## config.mk

```make
export PLATFORM = sky130hd
export DESIGN_NAME = gcpm_merge
export DESIGN_NICKNAME = d
export VERILOG_FILES = /design/src/rtl/core/gcpm_pkg.sv /design/src/rtl/core/gcpm_merge.sv
export SDC_FILE = /design/constraint.sdc
export NUM_CORES = 1
export LEC_CHECK = 0
export BUFFER_PORTS_ARGS = -buffer_cell sky130_fd_sc_hd__buf_2
export CAP_MARGIN = 30
export CORE_AREA = 2 2 294 296
export DETAILED_ROUTE_END_ITERATION = 10
export DIE_AREA = 0 0 296 298
export GPL_TIMING_DRIVEN = 1
export MAX_ROUTING_LAYER = met4
export REMOVE_ABC_BUFFERS = 1
export SLEW_MARGIN = 20
export SYNTH_ARGS = -nofsm -noshare
export SYNTH_HDL_FRONTEND = slang
export SYNTH_SLANG_ARGS = --single-unit
```

## constraint.sdc

```tcl
create_clock -name clk_i -period 5.76 [get_ports clk_i]
set_input_delay 1.728 -clock clk_i [delete_from_list [all_inputs] [get_ports clk_i]]
set_output_delay 1.728 -clock clk_i [all_outputs]
set_load 0.005 [all_outputs]
```

## src/rtl/core/gcpm_pkg.sv

```systemverilog
// Shared types and codes of the greedy column pair matcher.
// Holds the input and result beat structs, the lane control struct and the register indexes.
// No dependencies.
package gcpm_pkg;

  // Configuration register indexes.
  localparam logic CFG_ROWS_IN_USE = 1'b0;
  localparam logic CFG_COLS_IN_USE = 1'b1;
  localparam int   CFG_DATA_W      = 9;

  typedef struct packed {
    logic [7:0]         row_index;
    logic [3:0]         col_index;
    logic signed [15:0] ref_value;
    logic signed [15:0] alt_value;
    logic               load_done;
  } in_t;

  typedef struct packed {
    logic [4:0] ref_col;
    logic [4:0] alt_col;
    logic       last_pair;
  } out_t;

  // Per-cycle controls broadcast from the sequencer to every lane.
  typedef struct packed {
    logic issue;     // read one row of the column stores
    logic mul_en;    // read data is valid, form the product
    logic acc_en;    // product is valid, accumulate it
    logic acc_clr;   // clear the accumulator
    logic score_wr;  // write the accumulator into the score store
    logic scan_rd;   // read one score for the greedy scan
    logic scan_clr;  // reset the running best at the start of a round
    logic scan_cmp;  // compare the score read last cycle (its reference column is still free)
  } lane_ctl_t;

endpackage

```

## src/rtl/core/gcpm_merge.sv

```systemverilog
// Merging stage of the matcher: walks the lane results one lane per cycle and
// keeps the row-major first maximum; falls back to the lowest free columns.
// Depends on gcpm_pkg.
module gcpm_merge #(
  parameter int MAX_COLS = 16,
  parameter int SCORE_W  = 40,
  localparam int COL_W   = (MAX_COLS > 1) ? $clog2(MAX_COLS) : 1
) (
  input  logic                              clk_i,
  input  logic                              rst_ni,
  input  logic                              start_i,
  input  logic [MAX_COLS-1:0][SCORE_W-1:0]  best_i,
  input  logic [MAX_COLS-1:0][COL_W-1:0]    best_col_i,
  input  logic [MAX_COLS-1:0]               found_i,
  input  logic [MAX_COLS-1:0]               ref_rem_i,
  input  logic [MAX_COLS-1:0]               alt_rem_i,
  output logic                              busy_o,
  output logic [COL_W-1:0]                  res_ref_o,
  output logic [COL_W-1:0]                  res_alt_o
);
  import gcpm_pkg::*;

  logic [COL_W-1:0]          idx_q;
  logic                      busy_q;
  logic                      have_q;
  logic signed [SCORE_W-1:0] cur_q;
  logic [COL_W-1:0]          cur_ref_q;
  logic [COL_W-1:0]          cur_alt_q;
  logic signed [SCORE_W-1:0] cand;
  logic                      take;
  logic [COL_W-1:0]          low_ref;
  logic [COL_W-1:0]          low_alt;

  assign cand = $signed(best_i[idx_q]);
  assign take = found_i[idx_q] &&
                (!have_q || (cand > cur_q) ||
                 ((cand == cur_q) && (best_col_i[idx_q] < cur_ref_q)));

  always_ff @(posedge clk_i or negedge rst_ni) begin
    if (!rst_ni) begin
      idx_q     <= '0;
      busy_q    <= 1'b0;
      have_q    <= 1'b0;
      cur_q     <= '0;
      cur_ref_q <= '0;
      cur_alt_q <= '0;
    end else if (start_i) begin
      idx_q  <= '0;
      busy_q <= 1'b1;
      have_q <= 1'b0;
    end else if (busy_q) begin
      if (take) begin
        have_q    <= 1'b1;
        cur_q     <= cand;
        cur_ref_q <= best_col_i[idx_q];
        cur_alt_q <= idx_q;
      end
      if (idx_q == COL_W'(MAX_COLS - 1)) begin
        busy_q <= 1'b0;
      end else begin
        idx_q <= idx_q + 1'b1;
      end
    end
  end

  always_comb begin
    low_ref = '0;
    low_alt = '0;
    for (int i = MAX_COLS - 1; i >= 0; i--) begin
      if (ref_rem_i[i]) begin
        low_ref = COL_W'(i);
      end
      if (alt_rem_i[i]) begin
        low_alt = COL_W'(i);
      end
    end
  end

  assign busy_o    = busy_q;
  assign res_ref_o = have_q ? cur_ref_q : low_ref;
  assign res_alt_o = have_q ? cur_alt_q : low_alt;

endmodule

```

==> impl_metrics.py, run 1 <==
metrics = {
    "outcome": {
        "status": "completed",
    },
    "synth": {
        "synth-seq-area-share": 0.147,
        "synthCells": 882,
        "synth_area_per_cell_um2": 10.4,
        "async_reset_ff_frac": 1.00,
        "synthTopCellsByArea": "mux2_2 25%, mux4_2 23%, dfrtp_1 15%, ha_1 6.0%, o22ai_1 5.9%",
        "synth_edf_count": 0,
        "synth_cell_types": 55,
        "yosysWarningCount": 0,
        "synth_top_area_frac": 0.245,
        "ys_seq_elements": 54,
        "yosysMostFrequentCell": "mux2_2",
        "synth_common_cells": "200 x mux2_2, 93 x mux4_2, 87 x o22ai_1",
        "yosys.area.top_type": "mux2_2",
        "synth_area_um2": 9180,
        "synth_top_flop_cell": "dfrtp_1",
    },
    "setup_path": {
        "worstPathMaxFanout": 48,
        "crit_path_start": "best_i[255]",
        "worst_ep_arrival_time_ns": 5.56,
        "slowest_delay_ns": 0.60,
        "crit_chain": "buf_2 > mux2_2 > o22ai_1 > nor2_1 > o221a_2 > ha_1 > nand4_1 > nor4_1 > nand4_1 > o41a_1 > o22a_1 > o21ai_4 > buf_12 > mux2_2",
        "start_kind": "primary input",
        "crit_required_ns": 5.97,
        "path_class": "in2reg",
        "slowest_stage": "nor4_1",
        "end_kind": "flip-flop",
        "reg2reg_from": "idx_q[0]",
    },
    "sta": {
        "hold_violations": 0,
        "post-route-min-period_ns": 5.35,
        "rsz0062_at_grt": "false",
        "fin_crit_sh": 0.928,
        "setup_viol": 0,
        "slew_viol_final": 0,
        "worst_slew_pin_slew_ns": 0.827,
        "fin_tns_setup_ns": 0,
        "clock_skew_ns": 0.00796,
        "max_freq_mhz": 187,
        "relSlewSlack": 0.449,
    },
    "layout": {
        "nets": 2408,
        "fin_util": 0.174,
        "layout-drive-gt1-share": 0.712,
        "n_fill_cell": 9671,
        "final_cells": 2781,
        "area_delta_synth_final_pct": 60.5,
    },
    "floorplanning": {
        "initial_utilization": 0.108,
        "core_um2": 84900,
        "io-pin-count": 764,
        "fp.dieArea_um2": 88200,
        "die_h_um": 298,
        "die_w_um": 296,
        "core.rowCount": 107,
    },
    "detailed_routing": {
        "drt_iter0_markers": 441,
        "antenna_left": 0,
        "drc": 0,
        "vias": 11056,
        "via_per_inst": 3.98,
        "wirelength_um": 62300,
        "wl_per_cell_um": 22.4,
        "first_pass_iters": 5,
    },
    "clock_tree": {
        "post_cts_buffers": 0,
        "cts_buffer_depth": 2,
        "cts_root_buf": "clkbuf_16",
        "clock_sinks": 54,
        "cts_tree": "yes",
        "clk_latency_ns": 0.32,
        "cts_hold_buf": 0,
        "cts.repair.resized": 0,
        "htreeDepth": 2,
        "clk_pin_slew_ns": 0.09,
        "numCtsBuffers": 5,
    },
    "placement": {
        "numPortBuffers": 763,
        "dp.cells": 2746,
        "gp_congestion": 0.960,
        "dp_hpwl_um": 53300,
    },
    "hold_path": {
        "hp-start": "cur_q[9]",
        "hp-class": "reg2reg",
    },
    "global_routing": {
        "antenna_found_initial": 47,
        "grt_pass1_wl_um": 82700,
        "grt_max_degree": 65,
        "grt_pass1_vias": 11387,
        "grtUsageTotal": 0.138,
        "grt_overflow": 0,
    },
    "power": {
        "report.power.total_mw": 2.97,
        "leakagePower_nw": 6.50,
        "ir_worst_vdd_v": 0.000131,
        "powerDensity_nw_per_um2": 202,
    },
    "flow_run": {
        "maxCapViolations": 0,
    },
}
cell usage in the layout, fill, tap and decap left out, drive strengths merged, types with 2 or more instances in the layout:
cell type / n
o21bai: 3
nor4: 5
or4: 2
a211oi: 4
mux2i: 4
mux4: 93
mux2: 219
a21oi: 27
ha: 44
nor3: 6
diode: 27
nor2: 66
o211ai: 2
buf: 797
o31ai: 2
o221a: 42
inv: 51
nand3: 16
nor2b: 3
xor2: 2
o21ai: 11
o41ai: 2
nand4: 10
clkbuf: 6
nand2b: 5
nand2: 18
o31a: 2
o22ai: 87
nand3b: 5
dfrtp: 54
a221oi: 2
worst max-delay path, delay by kind of cell:
kind	cells	cell delay (ns)
fa+ha+maj	1	0.29
simple gates	4	1.20
compound gates	5	1.21
buf+inv	2	0.45
mux	2	0.64
cells by family (layout without fill, tap and decap cells):
logic type      count (synthesis)  in the layout  share of synthesized area
compound gates                196            196                      0.159
xor+xnor                        3              3                    0.00286
fa+ha+maj                      44             44                     0.0600
buf+inv                       127            855                     0.0575
flops                          54             54                      0.147
mux                           316            316                      0.501
other cells                     0             27                          0
simple gates                  142            142                     0.0728
flip-flops by register name (all words and copies together) (netlist names):
register,count
busy_o,1
cur_alt_q,4
cur_q,40
cur_ref_q,4
have_q,1
idx_q,4
stage by stage:
step                      setup slack [ns]  area [um2]  hold WS [ns]
after floorplan                      -5.97        8840         0.458
after global placement              0.0858       14500         0.470
after detailed placement           -0.0269       14500         0.475
after CTS                            0.328       14700         0.495
after global routing                 0.143       14700         0.510
final                                0.413       14700         0.489
power breakdown:
group	switching [mW]	leakage [nW]	internal (mW)
clock network	0.184	0.0876	0.220
logic	0.906	5.77	1.00
registers	0.109	0.638	0.553
total	1.20	6.50	1.77
layout make-up:
class	instances	area (um2)	area share
tap	1144	1430	0.0972
timing repair buffer	797	4180	0.283
sequential	54	1360	0.0922
clock buffer	6	139	0.00943
inverter	50	188	0.0127
clock inverter	2	38.8	0.00263
antenna	27	67.6	0.00459
multi-input combinational	701	7330	0.498
worst paths after layout:
check,endpoint,slack [ns],depth (start not counted)
setup / recovery,cur_q[28],0.41,14
hold / removal,cur_q[9],0.49,1
setup reg to reg,cur_q[28],0.58,12
hold reg to reg,cur_q[9],0.49,1
max in group asynchronous,idx_q[1],3.67,1
min in group asynchronous,cur_alt_q[1],1.49,1
layer usage:
layer  routed length [um]  vias to the layer above  part of all wire  GRT usage
met4                 1620                        0             0.026     0.0370
met3                 4880                       66             0.078     0.0298
li1                     -                     5050                 -          -
met2                29000                      605              0.47      0.225
met1                26700                     5335              0.43      0.170
met5                    0                        -                 0          -
(Power assumes the default switching activity.)
==> run 2: changes to the inputs <==
Settings changed: CELL_PAD_IN_SITES_DETAIL_PLACEMENT from default to 1, CELL_PAD_IN_SITES_GLOBAL_PLACEMENT from default to 2, CORE_AREA 2 2 294 296 to 2 2 302 304, DIE_AREA 0 0 296 298 to 0 0 304 306, PLACE_DENSITY_LB_ADDON from default to 0.1.
==> run 2 against run 1 <==
Against the previous run:
- worst setup slack better by 0.19 ns
- sequential power hardly changed
- highest routed layer unchanged
- global-route usage is 0.60 points lower
- non-clock buffer count is 2 lower
- critical endpoint is now cur_q[2]
==> impl_metrics.py, run 2 (same netlist as run 1, synthesis figures left out) <==
metrics = {
    "outcome": {
        "status": "completed",
    },
    "clock_tree": {
        "numCtsBuffers": 5,
        "cts.repair.resized": 0,
        "cts_buffer_depth": 2,
        "post_cts_buffers": 0,
        "htreeDepth": 2,
        "cts_hold_buf": 0,
        "clk_latency_ns": 0.33,
        "clk_pin_slew_ns": 0.08,
        "cts_tree": "yes",
        "clock_sinks": 54,
        "cts_root_buf": "clkbuf_16",
    },
    "layout": {
        "final_area_um2": 14700,
        "regMostFlops": "cur_q",
        "area_delta_synth_final_pct": 60.2,
        "final_common_cell": "buf_2",
        "layout-drive-gt1-share": 0.713,
        "layout_common_cells": "762 x buf_2, 200 x mux2_2, 93 x mux4_2",
        "nets": 2406,
        "largest_register_ffs": 40,
    },
    "global_routing": {
        "grt_pass1_wl_um": 86600,
        "grt_pass1_vias": 12334,
        "grt_max_degree": 66,
        "grtUsageTotal": 0.132,
        "antenna_found_initial": 16,
        "grt_overflow": 0,
    },
    "detailed_routing": {
        "antenna_left": 0,
        "wl_per_cell_um": 21.8,
        "wirelength_um": 61200,
        "drt_iter0_markers": 283,
        "vias": 10625,
        "drc": 0,
        "first_pass_iters": 4,
        "via_per_inst": 3.79,
    },
    "floorplanning": {
        "initial_utilization": 0.102,
        "core_um2": 89600,
        "core.rowCount": 110,
        "die_h_um": 306,
        "io-pin-count": 764,
        "fp.dieArea_um2": 93000,
        "die_w_um": 304,
    },
    "sta": {
        "fin_tns_setup_ns": 0,
        "slew_viol_final": 0,
        "max_freq_mhz": 194,
        "clock_skew_ns": 0.0118,
        "rsz0062_at_grt": "false",
        "relSlewSlack": 0.432,
        "hold_violations": 0,
        "setup_viol": 0,
        "worst_slew_pin_slew_ns": 0.852,
        "setup_slack_ns": 0.605,
        "post-route-min-period_ns": 5.15,
        "fin_crit_sh": 0.895,
    },
    "setup_path": {
        "worst_ep_arrival_time_ns": 5.37,
        "crit_path_start": "best_i[319]",
        "rrSetupSlack_ns": 0.67,
        "slowest_delay_ns": 0.40,
        "crit_required_ns": 5.97,
        "cp_top_family": "compound AO/OA/AOI/OAI gates",
        "crit_buf_inv": 3,
        "start_kind": "primary input",
        "crit_chain": "buf_2 > mux2_2 > o22ai_1 > buf_4 > nor2_1 > o221a_2 > ha_1 > nand4_1 > nor2_1 > nand4_1 > o41a_1 > o22a_1 > o21ai_4 > buf_4 > mux2_2",
        "path_class": "in2reg",
        "slowest_stage": "o41a_1",
        "reg2reg_from": "idx_q[0]",
        "worstPathMaxFanout": 13,
        "end_kind": "flip-flop",
    },
    "power": {
        "powerDensity_nw_per_um2": 199,
        "ir_worst_vdd_v": 0.000111,
        "report.power.total_mw": 2.92,
        "leakagePower_nw": 6.47,
    },
    "placement": {
        "dp_hpwl_um": 51900,
        "post-place-ws_ns": 0.0927,
        "placed_area_um2": 14500,
        "gp_congestion": 0.756,
        "numPortBuffers": 763,
    },
    "hold_path": {
        "hp-start": "cur_q[12]",
        "hp-class": "reg2reg",
    },
    "flow_run": {
        "maxCapViolations": 0,
    },
}
[run 2: cell count changes in the layout (fill, tap and decap cells not counted)]
| cell | delta |
|---|---|
| a221oi_1 | -1 |
| a221oi_2 | +1 |
| buf_12 | -2 |
| clkbuf_8 | -1 |
| clkinvlp_4 | +2 |
| diode_2 | -11 |
| inv_6 | -1 |
[run 2: power breakdown]
part           total (mW)  internal (mW)  switching [mW]  leakage [nW]
Sequential          0.665          0.553           0.112         0.638
Combinational        1.87          0.995           0.879          5.76
Clock               0.382          0.206           0.176        0.0761
Total                2.92           1.75            1.17          6.47
[run 2: routing by layer]
layer / vias up / wire length (um) / global-route usage
met3: 18 / 3310 / 0.0282
met1: 5177 / 23800 / 0.140
met4: 0 / 488 / 0.0189
met5: - / 0 / -
li1: 5028 / - / -
met2: 402 / 33600 / 0.253
[run 2: per-stage QoR]
step	std cells	hold WS, ns	utilization
finish	2800	0.489	0.164
global route	2799	0.507	0.164
CTS	2784	0.497	0.164
detailed placement	2776	0.477	0.162
global placement	2776	0.467	0.162
floorplan	805	0.458	-
[run 2: worst paths after layout]
| check | endpoint | cells past startpoint |
|---|---|---|
| hold / removal | cur_q[12] | 1 |
| hold reg to reg | cur_q[12] | 1 |
| min in group asynchronous | cur_alt_q[2] | 1 |
| setup reg to reg | cur_q[9] | 14 |
| max in group asynchronous | idx_q[0] | 1 |
| setup / recovery | cur_q[2] | 15 |
[run 2: cell type report]
cell class	instances	area, um2
Antenna cell	16	40.0
Clock buffer	5	125
Clock inverter	3	45.0
Fill cell	10623	74900
Inverter	50	188
Multi-Input combinational cell	701	7340
Sequential cell	54	1360
Tap cell	1176	1470
Timing Repair Buffer	795	4140
[run 2: worst register-to-register path, delay by kind of cell, from the launching register on]
family	cells	cell delay, ns
flip-flops	1	0.87
buffers and inverters	4	1.13
multiplexers	2	0.89
adder cells (fa/ha/maj)	1	0.30
AO/OA/AOI/OAI	7	1.80
